$ cat src/hw/rtl/rtphv_pkg.sv
// Shared types and constants for the RTP header validator.
package rtphv_pkg;

  localparam int MAX_PACKET_BYTES = 4096;
  localparam int CNT_W            = $clog2(MAX_PACKET_BYTES + 1);
  // holds 12 + 4*15 + 4 + 4*65535 and any byte count
  localparam int WIDE_W           = (CNT_W > 19) ? CNT_W : 19;
  localparam int HS_W             = 7;
  localparam int FIXED_HDR        = 12;
  localparam int EXT_HDR          = 4;
  localparam logic [1:0] RTP_V2   = 2'd2;
  localparam int Q_DEPTH          = 4;
  localparam int Q_PTR_W          = $clog2(Q_DEPTH);
  localparam int OUT_W            = 40;
  localparam logic [6:0] AUDIO_PT_RST     = 7'd10;
  localparam logic [6:0] CONTAINER_PT_RST = 7'd123;

  typedef enum logic [0:0] {
    REG_AUDIO_PT     = 1'b0,
    REG_CONTAINER_PT = 1'b1
  } reg_idx_t;

  typedef enum logic [3:0] {
    ST_OK             = 4'd0,
    ST_SHORT          = 4'd1,
    ST_BAD_VER        = 4'd2,
    ST_SHORT_EXT_HDR  = 4'd3,
    ST_SHORT_EXT_DATA = 4'd4,
    ST_PAD_EMPTY      = 4'd5,
    ST_PAD_ZERO       = 4'd6,
    ST_PAD_BIG        = 4'd7,
    ST_BAD_TYPE       = 4'd8
  } status_t;

  typedef struct packed {
    logic [CNT_W-1:0] size;
    logic [7:0]       first_byte;
    logic [6:0]       type_byte;
    logic [15:0]      ext_words;
    logic [7:0]       pad_octet;
  } pkt_rec_t;

  typedef struct packed {
    logic [CNT_W-1:0]  size;
    logic [HS_W-1:0]   hs_base;
    logic [WIDE_W-1:0] hs_full;
    logic [1:0]        version;
    logic              has_pad;
    logic [7:0]        pad_octet;
    logic [6:0]        type_byte;
  } hdr_calc_t;

  typedef struct packed {
    logic push;
    logic pop;
  } q_ctl_t;

  typedef struct packed {
    logic full;
    logic empty;
  } q_sts_t;

endpackage

$ cat src/hw/rtl/rtphv_front.sv
// Byte front end: counts bytes, captures header fields, queues one record per packet.
module rtphv_front
  import rtphv_pkg::*;
(
  input  logic       clk,
  input  logic       rst_n,
  input  logic       in_tvalid,
  output logic       in_tready,
  input  logic [7:0] in_tdata,   // [7:0] data_byte
  input  logic       in_tlast,   // last_byte
  input  q_sts_t     q_sts,
  output logic       q_push,
  output pkt_rec_t   q_rec
);

  logic [CNT_W-1:0]  cnt_r, cnt_nxt;
  logic [7:0]        fhb_r, fhb_nxt;
  logic [6:0]        typ_r, typ_nxt;
  logic [15:0]       ext_r, ext_nxt;
  logic [WIDE_W-1:0] pos_w, ext_at;
  logic              acc;

  assign in_tready = ~q_sts.full;
  assign acc       = in_tvalid & in_tready;
  assign pos_w     = WIDE_W'(cnt_r);
  assign ext_at    = WIDE_W'(FIXED_HDR + 2) + WIDE_W'({fhb_r[3:0], 2'b00});

  always_comb begin
    cnt_nxt = cnt_r;
    fhb_nxt = fhb_r;
    typ_nxt = typ_r;
    ext_nxt = ext_r;
    if (cnt_r < CNT_W'(MAX_PACKET_BYTES)) begin
      if (cnt_r == '0) fhb_nxt = in_tdata;
      if (cnt_r == CNT_W'(1)) typ_nxt = in_tdata[6:0];
      if (pos_w >= WIDE_W'(FIXED_HDR)) begin
        if (pos_w == ext_at) ext_nxt[15:8] = in_tdata;
        else if (pos_w == ext_at + WIDE_W'(1)) ext_nxt[7:0] = in_tdata;
      end
      cnt_nxt = cnt_r + CNT_W'(1);
    end
    q_rec.size       = cnt_nxt;
    q_rec.first_byte = fhb_nxt;
    q_rec.type_byte  = typ_nxt;
    q_rec.ext_words  = ext_nxt;
    q_rec.pad_octet  = in_tdata;
    q_push           = acc & in_tlast;
    if (in_tlast) begin
      cnt_nxt = '0;
      fhb_nxt = '0;
      typ_nxt = '0;
      ext_nxt = '0;
    end
  end

  always_ff @(posedge clk) begin
    if (!rst_n) begin
      cnt_r <= '0;
      fhb_r <= '0;
      typ_r <= '0;
      ext_r <= '0;
    end else if (acc) begin
      cnt_r <= cnt_nxt;
      fhb_r <= fhb_nxt;
      typ_r <= typ_nxt;
      ext_r <= ext_nxt;
    end
  end

endmodule

$ cat src/hw/rtl/rtphv_fifo.sv
// Short record queue between the front end and the verdict pipeline.
module rtphv_fifo
  import rtphv_pkg::*;
(
  input  logic     clk,
  input  logic     rst_n,
  input  q_ctl_t   q_ctl,
  input  pkt_rec_t wr_data,
  output pkt_rec_t rd_data,
  output q_sts_t   q_sts
);

  pkt_rec_t           mem_r [Q_DEPTH];
  logic [Q_PTR_W-1:0] wr_ptr_r, rd_ptr_r;
  logic [Q_PTR_W:0]   cnt_r;
  logic               do_push, do_pop;

  assign q_sts.full  = (cnt_r == (Q_PTR_W+1)'(Q_DEPTH));
  assign q_sts.empty = (cnt_r == '0);
  assign do_push     = q_ctl.push & ~q_sts.full;
  assign do_pop      = q_ctl.pop & ~q_sts.empty;
  assign rd_data     = mem_r[rd_ptr_r];

  always_ff @(posedge clk) begin
    if (do_push) mem_r[wr_ptr_r] <= wr_data;
  end

  always_ff @(posedge clk) begin
    if (!rst_n) begin
      wr_ptr_r <= '0;
      rd_ptr_r <= '0;
      cnt_r    <= '0;
    end else begin
      if (do_push) wr_ptr_r <= wr_ptr_r + Q_PTR_W'(1);
      if (do_pop)  rd_ptr_r <= rd_ptr_r + Q_PTR_W'(1);
      case ({do_push, do_pop})
        2'b10:   cnt_r <= cnt_r + (Q_PTR_W+1)'(1);
        2'b01:   cnt_r <= cnt_r - (Q_PTR_W+1)'(1);
        default: cnt_r <= cnt_r;
      endcase
    end
  end

endmodule

$ cat src/hw/rtl/rtphv_back.sv
// Verdict pipeline: header size sums, then ordered checks into the output register.
module rtphv_back
  import rtphv_pkg::*;
(
  input  logic             clk,
  input  logic             rst_n,
  input  pkt_rec_t         rec,
  input  q_sts_t           q_sts,
  output logic             q_pop,
  input  logic [6:0]       audio_pt,
  input  logic [6:0]       container_pt,
  output logic             out_tvalid,
  input  logic             out_tready,
  output logic [OUT_W-1:0] out_tdata,
  output logic             out_tuser
);

  hdr_calc_t         s1_r, s1_nxt;
  logic              s1_v_r;
  logic              s1_en, s2_en;
  logic              out_v_r;
  status_t           st_r, st_nxt;
  logic [12:0]       off_r, off_nxt, len_r, len_nxt;
  logic              kind_r, kind_nxt;
  logic [6:0]        typ_r;
  logic [WIDE_W-1:0] size_w, plen_w;
  logic              has_ext;

  assign s2_en = ~out_v_r | out_tready;
  assign s1_en = ~s1_v_r | s2_en;
  assign q_pop = s1_en & ~q_sts.empty;

  // stage 1: header sizes
  always_comb begin
    has_ext          = rec.first_byte[4];
    s1_nxt.size      = rec.size;
    s1_nxt.version   = rec.first_byte[7:6];
    s1_nxt.has_pad   = rec.first_byte[5];
    s1_nxt.pad_octet = rec.pad_octet;
    s1_nxt.type_byte = rec.type_byte;
    s1_nxt.hs_base   = HS_W'(FIXED_HDR) + HS_W'({rec.first_byte[3:0], 2'b00})
                     + (has_ext ? HS_W'(EXT_HDR) : HS_W'(0));
    s1_nxt.hs_full   = WIDE_W'(s1_nxt.hs_base)
                     + (has_ext ? WIDE_W'({rec.ext_words, 2'b00}) : WIDE_W'(0));
  end

  // stage 2: ordered checks
  always_comb begin
    size_w   = WIDE_W'(s1_r.size);
    plen_w   = size_w - s1_r.hs_full;
    st_nxt   = ST_OK;
    kind_nxt = 1'b0;
    if (size_w < WIDE_W'(FIXED_HDR))                    st_nxt = ST_SHORT;
    else if (s1_r.version != RTP_V2)                    st_nxt = ST_BAD_VER;
    else if (size_w < WIDE_W'(s1_r.hs_base))            st_nxt = ST_SHORT_EXT_HDR;
    else if (size_w < s1_r.hs_full)                     st_nxt = ST_SHORT_EXT_DATA;
    else if (s1_r.has_pad && plen_w == '0)              st_nxt = ST_PAD_EMPTY;
    else if (s1_r.has_pad && s1_r.pad_octet == 8'd0)    st_nxt = ST_PAD_ZERO;
    else if (s1_r.has_pad && plen_w < WIDE_W'(s1_r.pad_octet)) st_nxt = ST_PAD_BIG;
    else if (s1_r.type_byte == container_pt)            kind_nxt = 1'b1;
    else if (s1_r.type_byte != audio_pt)                st_nxt = ST_BAD_TYPE;
    if (s1_r.has_pad) plen_w = plen_w - WIDE_W'(s1_r.pad_octet);
    if (st_nxt == ST_OK) begin
      off_nxt = s1_r.hs_full[12:0];
      len_nxt = plen_w[12:0];
    end else begin
      off_nxt  = '0;
      len_nxt  = '0;
      kind_nxt = 1'b0;
    end
  end

  always_ff @(posedge clk) begin
    if (!rst_n) begin
      s1_v_r  <= 1'b0;
      out_v_r <= 1'b0;
    end else begin
      if (s1_en) s1_v_r  <= ~q_sts.empty;
      if (s2_en) out_v_r <= s1_v_r;
    end
  end

  always_ff @(posedge clk) begin
    if (q_pop) s1_r <= s1_nxt;
    if (s2_en && s1_v_r) begin
      st_r   <= st_nxt;
      off_r  <= off_nxt;
      len_r  <= len_nxt;
      kind_r <= kind_nxt;
      typ_r  <= s1_r.type_byte;
    end
  end

  assign out_tvalid = out_v_r;
  assign out_tdata  = {3'b000, typ_r, len_r, off_r, st_r};
  assign out_tuser  = kind_r;

  a_fail_zero: assert property (@(posedge clk) disable iff (!rst_n)
    out_v_r && st_r != ST_OK |-> off_r == '0 && len_r == '0 && !kind_r)
    else $error("failed verdict carries payload fields");

  a_ok_offset: assert property (@(posedge clk) disable iff (!rst_n)
    out_v_r && st_r == ST_OK |-> off_r >= 13'(FIXED_HDR))
    else $error("payload start inside fixed header");

  a_ok_bound: assert property (@(posedge clk) disable iff (!rst_n)
    out_v_r && st_r == ST_OK |->
      (14'(off_r) + 14'(len_r)) <= 14'(MAX_PACKET_BYTES))
    else $error("payload runs past packet limit");

  a_pop_room: assert property (@(posedge clk) disable iff (!rst_n)
    q_pop |-> !s1_v_r || s2_en)
    else $error("pop into occupied stage");

endmodule

$ cat src/hw/rtl/rtp_header_validator_unit.sv
// Top level of the RTP header validator: config registers, front end, queue, verdict pipeline.
//
// Usage:
//   in_*  : stream of packet bytes, one word per byte; in_tlast marks the last byte.
//   out_* : one verdict word per packet (status, payload start, payload length,
//           payload type; kind on out_tuser), produced once the last byte is taken.
//   cfg_* : APB write/read of the audio type (addr 0) and container type (addr 4).
// Throughput: one byte per cycle while the record queue is not full, sustained across
//   packet boundaries; back-to-back one-byte packets give one verdict per cycle while
//   out_tready stays high. The verdict is registered: the record is written to the queue
//   on the edge that takes the last byte, then passes the size sums and check stages.
// A 4-entry record queue decouples the byte front end from the verdict pipeline.
// Reset clears byte counters, queue and pipeline, and loads the payload type
//   registers with 10 (audio) and 123 (container).
// When the receiver stalls, the verdict holds in the output register, the pipeline
//   and queue fill, and in_tready drops only once the queue is full.
module rtp_header_validator_unit
  import rtphv_pkg::*;
(
  input  logic             clk,
  input  logic             rst_n,
  input  logic             in_tvalid,
  output logic             in_tready,
  input  logic [7:0]       in_tdata,     // [7:0] data_byte
  input  logic             in_tlast,     // last_byte
  output logic             out_tvalid,
  input  logic             out_tready,
  // [3:0] status, [16:4] payload_start, [29:17] payload_length,
  // [36:30] payload_type_seen, [39:37] zero
  output logic [OUT_W-1:0] out_tdata,
  output logic             out_tuser,    // [0] payload_kind
  input  logic             cfg_psel,
  input  logic             cfg_penable,
  input  logic             cfg_pwrite,
  input  logic [2:0]       cfg_paddr,
  input  logic [31:0]      cfg_pwdata,
  output logic [31:0]      cfg_prdata,
  output logic             cfg_pready
);

  logic [6:0] audio_pt_r, container_pt_r;
  logic       cfg_wr;
  reg_idx_t   cfg_idx;
  q_ctl_t     q_ctl;
  q_sts_t     q_sts;
  logic       q_push, q_pop;
  pkt_rec_t   push_rec, head_rec;

  assign cfg_pready = 1'b1;
  assign cfg_wr     = cfg_psel & cfg_penable & cfg_pwrite & cfg_pready;
  assign cfg_idx    = reg_idx_t'(cfg_paddr[2]);
  assign q_ctl      = '{push: q_push, pop: q_pop};

  always_ff @(posedge clk) begin
    if (!rst_n) begin
      audio_pt_r     <= AUDIO_PT_RST;
      container_pt_r <= CONTAINER_PT_RST;
    end else if (cfg_wr) begin
      case (cfg_idx)
        REG_AUDIO_PT:     audio_pt_r     <= cfg_pwdata[6:0];
        REG_CONTAINER_PT: container_pt_r <= cfg_pwdata[6:0];
        default:          audio_pt_r     <= audio_pt_r;
      endcase
    end
  end

  always_comb begin
    case (cfg_idx)
      REG_AUDIO_PT:     cfg_prdata = {25'd0, audio_pt_r};
      REG_CONTAINER_PT: cfg_prdata = {25'd0, container_pt_r};
      default:          cfg_prdata = '0;
    endcase
  end

  rtphv_front u_front (
    .clk       (clk),
    .rst_n     (rst_n),
    .in_tvalid (in_tvalid),
    .in_tready (in_tready),
    .in_tdata  (in_tdata),
    .in_tlast  (in_tlast),
    .q_sts     (q_sts),
    .q_push    (q_push),
    .q_rec     (push_rec)
  );

  rtphv_fifo u_fifo (
    .clk     (clk),
    .rst_n   (rst_n),
    .q_ctl   (q_ctl),
    .wr_data (push_rec),
    .rd_data (head_rec),
    .q_sts   (q_sts)
  );

  rtphv_back u_back (
    .clk          (clk),
    .rst_n        (rst_n),
    .rec          (head_rec),
    .q_sts        (q_sts),
    .q_pop        (q_pop),
    .audio_pt     (audio_pt_r),
    .container_pt (container_pt_r),
    .out_tvalid   (out_tvalid),
    .out_tready   (out_tready),
    .out_tdata    (out_tdata),
    .out_tuser    (out_tuser)
  );

endmodule

$ cat config.mk
export PLATFORM = sky130hd
export DESIGN_NAME = rtp_header_validator_unit
export DESIGN_NICKNAME = d
export VERILOG_FILES = /design/src/hw/rtl/rtphv_pkg.sv /design/src/hw/rtl/rtphv_front.sv /design/src/hw/rtl/rtphv_fifo.sv /design/src/hw/rtl/rtphv_back.sv /design/src/hw/rtl/rtp_header_validator_unit.sv
export SDC_FILE = /design/constraint.sdc
export NUM_CORES = 1
export LEC_CHECK = 0
export ABC_CLOCK_PERIOD_IN_PS = 5800
export BUFFER_PORTS_ARGS = -buffer_cell sky130_fd_sc_hd__buf_2
export CORE_AREA = 2 2 228 230
export CTS_CLUSTER_DIAMETER = 50
export DETAILED_ROUTE_END_ITERATION = 16
export DIE_AREA = 0 0 230 232
export GPL_ROUTABILITY_DRIVEN = 0
export PLACE_DENSITY = 0.62
export SLEW_MARGIN = 20
export SYNTH_ARGS = -nofsm -noshare
export SYNTH_HDL_FRONTEND = slang
export SYNTH_HIERARCHICAL = 1
export SYNTH_SLANG_ARGS = --single-unit
$ cat constraint.sdc
create_clock -name clk -period 5.8 [get_ports clk]
set_input_delay 1.16 -clock clk [delete_from_list [all_inputs] [get_ports clk]]
set_output_delay 1.16 -clock clk [all_outputs]
set_load 0.005 [all_outputs]
==> impl.org, run 1 <==
** Yosys
- For this run, asynchronously set or reset flops after synthesis account for 0%.
- Synthesis instantiated 83 different standard cells from the library.
- A synthesized cell averages 13.8 µm².
- Number of storage elements in the synthesis netlist :: 366
- Number of instances in the synthesized netlist :: 1250
- Sequential area share after synthesis :: 59.9%
- During synthesis, Yosys emitted a total of 6 warnings.
- Post-synthesis cell area :: between 0.015 and 0.02 mm²
- Most frequently used flop master after synthesis :: edfxtp_1
- Yosys mapped a number of flops with a built-in enable equal to 297.

** Drt
- After detailed routing, the total wire length is between 30 and 40 mm.
- The first detailed-routing pass ran for 5 iterations.
- Count of routing violations after the opening detailed-route iteration :: 645
- Routed via count divided by cell count :: between 4 and 5
- Wire per inst :: 17.8 µm
- In this run the remaining antenna-violating nets after routing total 0.
- Post-route DRC :: 0
- Detailed routing inserted a total of around 10000 vias.

** Clock network
- The tree built by TritonCTS fans out to ~370 sinks.
- Bufs on Longest Clock Path :: 3
- Buffers inserted during clock tree synthesis total 43.
- # H-tree levels :: 2
- Clock-pin transition on the worst setup and hold timing paths :: approximately 60 ps
- The number of gates resized after CTS was 0.
- Clock latency on the worst-skew pair, taken at its later pin, is ~530 ps.
- TritonCTS built the clock tree.
- Cts hold-fix bufs :: 0
- The root buffer cell chosen for the clock tree is clkbuf_16.
- Number of setup buffers added after CTS :: 0

** STA
- At the pin with the least slew margin, the transition time is between 1000 and 1500 ps.
- Subtracting the final worst setup slack from the clock period gives ~4300 ps.
- Setup-failing EPs final :: 0
- Number of slew-limit violations in the final report :: 0
- The count of final hold-check violations is 0.
- Setup WS post-layout :: between 1500 and 2000 ps
- For the final routed database, the setup TNS stands at 0 ps.
- Across the routed clock network, the largest skew measured is between 10 and 15 ps.
- Unrepaired setup endpoints after global routing :: no
- Tcrit/Tclk final :: between 70 and 80%
- Slew margin rel. :: 32.1%
- For this run, the top clock speed supported by timing is between 200 and 250 MHz.

** Layout
- Final core utilization :: 38.0%
- The repair_antennas step left the layout with diodes totalling 0.
- Area of all sequential standard cells :: around 0.01 mm²
- Area used by multi-input combinational logic :: approximately 0.0061 mm²
- Final nets :: 1411
- The library cells used most frequently in the layout, excluding fill and tap cells, are edfxtp_1 (297), nand2_1 (79), buf_2 (68).
- The area growth from synthesis to layout is 12.4%.
- Of the cells placed in the final design, the portion with a size suffix greater than 1 is about a fifth.
- Commonest non-fill, non-tap cell in the layout :: edfxtp_1
- Fill cell instance count of the final layout :: roughly 4800

** Run status
- Run status :: complete, no violations

** Worst hold path
- In this run the most critical hold path is launched from u_front/fhb_r[5]$_SDFFE_PN0P_.
- Hold/Removal Path Class :: register to register

** Global routing
- For met1 alone, demand over resource in global routing was roughly 18%.
- The via count of the first global-routing pass came to between 10000 and 15000.
- Pin count of the biggest net entering global routing :: 56
- The first global-routing pass estimated roughly 56 mm of wire.
- GRT Max-Usage Layer :: met2
- Total congestion overflow :: 0
- For this run, global-route usage on met3 was measured as 2.38%.
- Global routing used between 10% and 20% of the available tracks across all layers.
- In the global route stage, met2 resource usage came out at 22.5%.
- The number of antenna violations at the first check in global routing came to 4.

** Floorplan
- The die covers about 0.053 mm².
- Effective utilization at floorplan :: between 30% and 40%
- The region available for standard cell placement spans between 0.05 and 0.06 mm².
- In this run the horizontal extent of the chip is between 200 and 250 µm.
- Chip Height :: about 230 µm
- Site Rows :: between 80 and 90
- I/O pin total :: about 130

** Pwr
- Power after layout :: a little over 9000 µW
- Pwr/cell area :: 473 mW/mm²
- IR analysis of the VDD net gives a maximum drop of approximately 0.24 mV.
- The analysis attributes to cell leakage a power of around 0.0067 µW.

** Place
- HPWL after detailed placement :: roughly 24 mm
- Post-Place Setup Slack :: 1490 ps
- Input and output buffers added on the ports amount to 68.

** Critical path
- Type of element capturing the critical path :: register
- STA puts the critical path data required time at approximately 6000 ps.
- Setup crit start kind :: register
- Of all nets on the critical path, the largest fanout is 24.
- Crit Reg-Reg Startpoint :: u_back/s1_r[49]$_DFFE_PP_
- For this design, the slowest cell found on the critical path is o311ai_4.
- Crit path launch :: u_back/s1_r[49]$_DFFE_PP_
- The signal on the critical path passes through ha_1 -> or3_4 -> o22a_4 -> a21oi_1 -> xnor2_1 -> ha_1 -> nand2b_1 -> or3_1 -> o21ai_0 -> nor2_1 -> o311ai_4 -> nor3_1.
- Among the stages of the critical path, the cell type that occurs most often is ha_1.
- The setup path with the least slack is of type register to register.
- The largest single stage delay on the critical path is approximately 780 ps.
- At the worst endpoint, the arrival time is 4500 ps.

** Run
- Max-cap violations in this run came to 0.
## final timing paths
kind | slack, ps | endpoint | depth (start not counted)
max | 1530 | u_back/len_r[10]$_SDFFCE_PP0P_ | 12
min | 470 | u_front/fhb_r[5]$_SDFFE_PN0P_ | 2
max reg2reg | 1530 | u_back/len_r[10]$_SDFFCE_PP0P_ | 12
min reg2reg | 470 | u_front/fhb_r[5]$_SDFFE_PN0P_ | 2
## synthesized netlist by cell type, types with 3 or more instances
master | instances | area [µm²]
a211oi_1 | 5 | 37.5
a22oi_1 | 7 | 52.6
conb_1 | 3 | 11.3
and3_1 | 17 | 106
nand4_1 | 8 | 50.1
clkbuf_1 | 23 | 86.3
a21boi_1 | 3 | 22.5
mux2_4 | 8 | 120
nor2_1 | 54 | 203
nor2b_1 | 45 | 282
buf_12 | 5 | 100
a21o_1 | 4 | 30.0
ha_1 | 43 | 538
dfxtp_1 | 69 | 1380
fa_1 | 4 | 80.1
nand3_1 | 17 | 85.1
mux2i_1 | 18 | 180
and2_1 | 13 | 81.3
nand2_1 | 79 | 297
nand4b_1 | 3 | 26.3
nand2b_1 | 7 | 43.8
mux4_2 | 52 | 1170
a32oi_1 | 8 | 70.1
mux2_2 | 31 | 349
a21boi_0 | 13 | 97.6
xor2_1 | 23 | 201
xnor2_1 | 34 | 298
or3_1 | 16 | 100
buf_6 | 10 | 113
a21oi_1 | 60 | 300
inv_1 | 50 | 188
buf_4 | 43 | 323
o21a_1 | 11 | 82.6
o21ai_0 | 54 | 270
nor3_1 | 28 | 140
nor4_1 | 9 | 56.3
edfxtp_1 | 297 | 8920
a31oi_1 | 6 | 37.5
buf_2 | 14 | 70.1
## metrics by stage
stage | instance area [µm²] | hold slack [ps] | cells
6_report | 19300 | 472 | 2027
5_1_grt | 19300 | 500 | 2027
4_1_cts | 19300 | 477 | 2026
3_5_place_dp | 18000 | 466 | 1947
3_3_place_gp | 18000 | 457 | 1947
2_1_floorplan | 17300 | 446 | 1278
## critical path: cells and delay by family, from the launching register on
family / cells / cell delay (ps)
AOI/OAI and AO/OA: 4 / 1750
xor gates and xnor gates: 1 / 130
adders and majority gates: 2 / 490
DFF: 1 / 430
and+or+nand+nor: 5 / 1170
## logic make-up (layout without fill, tap and decap cells)
family	Yosys count	count (layout)	synth area share, %
AO/OA/AOI/OAI	197	197	7.50
XOR/XNOR	58	58	3.06
adder cells (fa/ha/maj)	47	47	3.59
buffers and inverters	149	218	5.21
flip-flops	366	366	59.9
multiplexers	109	109	10.6
other	3	31	0.0654
AND/OR/NAND/NOR	321	321	10.1
## registers in the layout (all words and copies together) (netlist names), 2 cells and up, named ones only
register         count
u_fifo/mem_r       208
u_back/s1_r         53
u_front/ext_r       16
u_back/typ_r         7
audio_pt_r           7
u_front/typ_r        7
container_pt_r       7
u_back/off_r        11
u_back/len_r        13
u_fifo/cnt_r         3
u_fifo/rd_ptr_r      2
u_front/cnt_r       13
u_back/st_r          4
u_front/fhb_r        8
u_fifo/wr_ptr_r      2
## power by group
part | internal [µW] | switching, µW | leakage [µW] | total [µW]
Clock | 1520 | 1030 | 0.000656 | 2550
Combinational | 1240 | 1830 | 0.00269 | 3070
Sequential | 3340 | 197 | 0.00337 | 3540
## metal layers
metal / part of all wire (%) / up-vias
met5: 0.097 / -
met3: 5.0 / 65
met1: 44 / 5003
li1: - / 4744
met4: 2.0 / 6
met2: 49 / 286
## cell type report
cell class,count,area share [%]
repair buffers,86,2.52
flip-flops and latches,366,53.3
clock buffers,56,6.03
clock inverters,23,0.989
inverters,53,1.03
multi-input cells,763,31.8
well taps,680,4.40
Note: power is estimated with default switching activity, not from simulation.
==> run 2, diff against run 1 <==
--- a/config.mk
+++ b/config.mk
@@ -5,14 +5,14 @@
 export SDC_FILE = /design/constraint.sdc
 export NUM_CORES = 1
 export LEC_CHECK = 0
-export ABC_CLOCK_PERIOD_IN_PS = 5800
+export ABC_CLOCK_PERIOD_IN_PS = 4300
 export BUFFER_PORTS_ARGS = -buffer_cell sky130_fd_sc_hd__buf_2
 export CORE_AREA = 2 2 228 230
 export CTS_CLUSTER_DIAMETER = 50
 export DETAILED_ROUTE_END_ITERATION = 16
 export DIE_AREA = 0 0 230 232
 export GPL_ROUTABILITY_DRIVEN = 0
-export PLACE_DENSITY = 0.62
+export PLACE_DENSITY = 0.6
 export SLEW_MARGIN = 20
 export SYNTH_ARGS = -nofsm -noshare
 export SYNTH_HDL_FRONTEND = slang
==> constraint.sdc (replaced) <==
create_clock -name clk -period 4.3 [get_ports clk]
set_input_delay 0.86 -clock clk [delete_from_list [all_inputs] [get_ports clk]]
set_output_delay 0.86 -clock clk [all_outputs]
set_load 0.005 [all_outputs]
==> impl.org, run 2 (same netlist as run 1, synthesis figures left out) <==
** STA
- Setup-failing EPs final :: 0 (unchanged)
- The share of the cycle needed by the critical path after routing came to 85.7% (+12 points).
- Number of slew-limit violations in the final report :: 0 (unchanged)
- Min Hold Slack :: 479 ps (+7.28 ps)
- Slew margin rel. :: 36.5% (+4.4 points)
- The final critical-path required period was 3680 ps (-583 ps).
- Setup TNS :: 0 ps (unchanged)
- Final Hold Fails :: 0 (unchanged)
- Fin Clk Skew :: 18.8 ps (+4.58 ps)
- Peak clock frequency supported by timing :: 271 MHz (+16%)
- Setup repair after global routing left no endpoint under its margin.
- Worst-margin pin slew :: 942 ps (-65.4 ps)

** Layout
- The count of nets after finishing came to 1417 (+0.43%).
- Share of cells above drive strength 1 :: 20.9% (+0.75 points)
- Final Non-Filler Cells :: 2033 (+0.30%)
- The post-route standard cell area excluding fillers is 0.0195 mm² (+0.85%).
- Number of flip-flops in the largest register :: 208 (unchanged)
- The number of fill cells in the layout came to 4779 (+0.42%).
- Ranked by flip-flop count, first place goes to u_fifo/mem_r.
- In the layout the commonest cells are edfxtp_1 (297), nand2_1 (79), buf_2 (68).
- Commonest non-fill, non-tap cell in the layout :: edfxtp_1
- The largest registers in the layout are u_fifo/mem_r (208), u_back/s1_r (53), u_front/ext_r (16).
- From synthesis to final layout, the design area changed by 13.4%.

** Run
- # Max-Cap Violations :: 0 (unchanged)

** Clock network
- The clock latency reported for the late side of the worst-skew pair came to 550 ps (+20 ps).
- TritonCTS clock tree :: yes
- The number of clock buffers inserted by TritonCTS was 44 (+2.3%).
- Bufs on Longest Clock Path :: 3 (unchanged)
- The register clock-pin slew on the reported worst setup and hold paths came to 70 ps (about the same).
- The number of hold-repair buffers added at the cts stage was 0 (unchanged).
- The number of levels in the clock H-tree came to 2 (unchanged).
- Number of gates resized after CTS :: 0 (unchanged)
- Cell at the root of the clock tree :: clkbuf_16
- The post-CTS setup repair buffer count came to 0 (unchanged).
- The TritonCTS sink count came to 366 (unchanged).

** Floorplan
- The chip width was 230 µm (unchanged).
- The standard cell core area is 0.0509 mm² (unchanged).
- Site Rows :: 83 (unchanged)
- The boundary pin count is 127 (unchanged).
- Effective utilization at floorplan :: 33.8% (unchanged)
- Chip Height :: 232 µm (unchanged)
- Die area :: 0.0534 mm² (unchanged)

** Critical path
- Type of the worst setup path :: register to register
- Worst Path Required :: 4590 ps (-1440 ps)
- The worst setup path is captured at a register.
- Arrival time at the worst endpoint :: 3980 ps (-520 ps)
- Setup crit start kind :: register
- Critical Path Fanout Max :: 13 (-46%)

** Place
- Number of buffers inserted by port buffering :: 68 (unchanged)
- The HPWL after detailed placement is 23.9 mm (-2.2%).
- Total placed instance area :: 0.0180 mm² (+0.45%)
- The number of instances in the placed design was 1952 (+0.26%).

** Global routing
- Global-route wire length before repair :: 56.0 mm (-0.55%)
- Overall routing resource usage :: 13.3% (-0.059 points)
- The number of antenna violations at the first check in global routing is 3 (-1).
- The via count of the first global-routing pass is 10000 (-0.010%).
- The remaining global-route overflow was 0 (unchanged).
- The maximum number of pins on one net before global-route repair is 56 (unchanged).

** Pwr
- The cell leakage power was 0.00681 µW (+1.4%).
- Pwr/cell area :: 644 mW/mm² (+36%)
- The worst supply voltage drop on vdd came to 0.300 mV (+23%).

** Drt
- The sum of routed wire length over all layers came to 35.8 mm (-0.84%).
- The routed wire length per instance came to 17.6 µm (-1.1%).
- The antenna violation net count after detailed routing came to 0 (unchanged).
- Routed via count divided by cell count :: 4.94 (-0.98%)
- The detailed-route via count came to 10000 (-0.68%).
- Post-route DRC :: 0 (unchanged)
- Drt first pass iters :: 5 (unchanged)
- The detailed router's first-iteration violation count came to 692 (+7.3%).

** Worst hold path
- In this run the most critical hold path is launched from u_front/typ_r[2]$_SDFFE_PN0P_.
- Hold/Removal Path Class :: register to register

** Run status
- The run finished with clean final reports.
## run 2: cell count changes in the layout (fill, tap and decap cells not counted), sizes merged
cell	before	now
buf	86	91
clkinvlp	3	1
inv	55	58
clkinv	16	14
diode	0	2
## run 2: metrics by stage
stage / total power, µW / util [%] / worst slack, ps
after floorplan: 8030 / - / 293
after global placement: 8930 / 35.5 / 623
after detailed placement: 9010 / 35.5 / 601
after CTS: 12700 / 38.3 / 598
after global routing: 13300 / 38.3 / 359
final: 12600 / 38.3 / 616
## run 2: metal layers
metal	track usage, %	part of all wire (%)	up-vias
met4	4.86	2.9	4
met1	17.3	44	4945
met5	0	0.050	-
li1	-	-	4755
met2	22.2	48	256
met3	2.41	5.4	75
## run 2: path summary, 6_finish.rpt
check | to | slack [ps] | depth (start not counted)
worst max register to register | u_back/s1_r[33]$_DFFE_PP_ | 620 | 13
worst max-delay path | u_back/s1_r[33]$_DFFE_PP_ | 620 | 13
worst min-delay path | u_front/typ_r[2]$_SDFFE_PN0P_ | 480 | 2
worst min register to register | u_front/typ_r[2]$_SDFFE_PN0P_ | 480 | 2
## run 2: power by group
part           total, µW  internal (µW)  switching [µW]
Clock               3600           2150            1450
Sequential          4760           4500             253
Combinational       4200           1720            2480
Total              12600           8380            4190
## run 2: cell type report
class | count | area (µm²) | area share (%)
clock buffers | 56 | 1220 | 6.26
multi-input cells | 763 | 6150 | 31.5
clock inverters | 22 | 210 | 1.08
well taps | 680 | 851 | 4.36
flip-flops and latches | 366 | 10300 | 52.8
diodes | 2 | 5.00 | 0.0256
inverters | 53 | 199 | 1.02
repair buffers | 91 | 576 | 2.95
## run 2: critical path: stages, from the launching register on
cell	delay (ps)
dfxtp_2	550
mux4_2	390
inv_1	90
ha_1	140
inv_1	40
ha_1	200
fa_1	460
ha_1	350
a21oi_1	240
o21bai_1	100
a21oi_1	420
nand4b_1	200
xor2_1	160
nor2_1	60
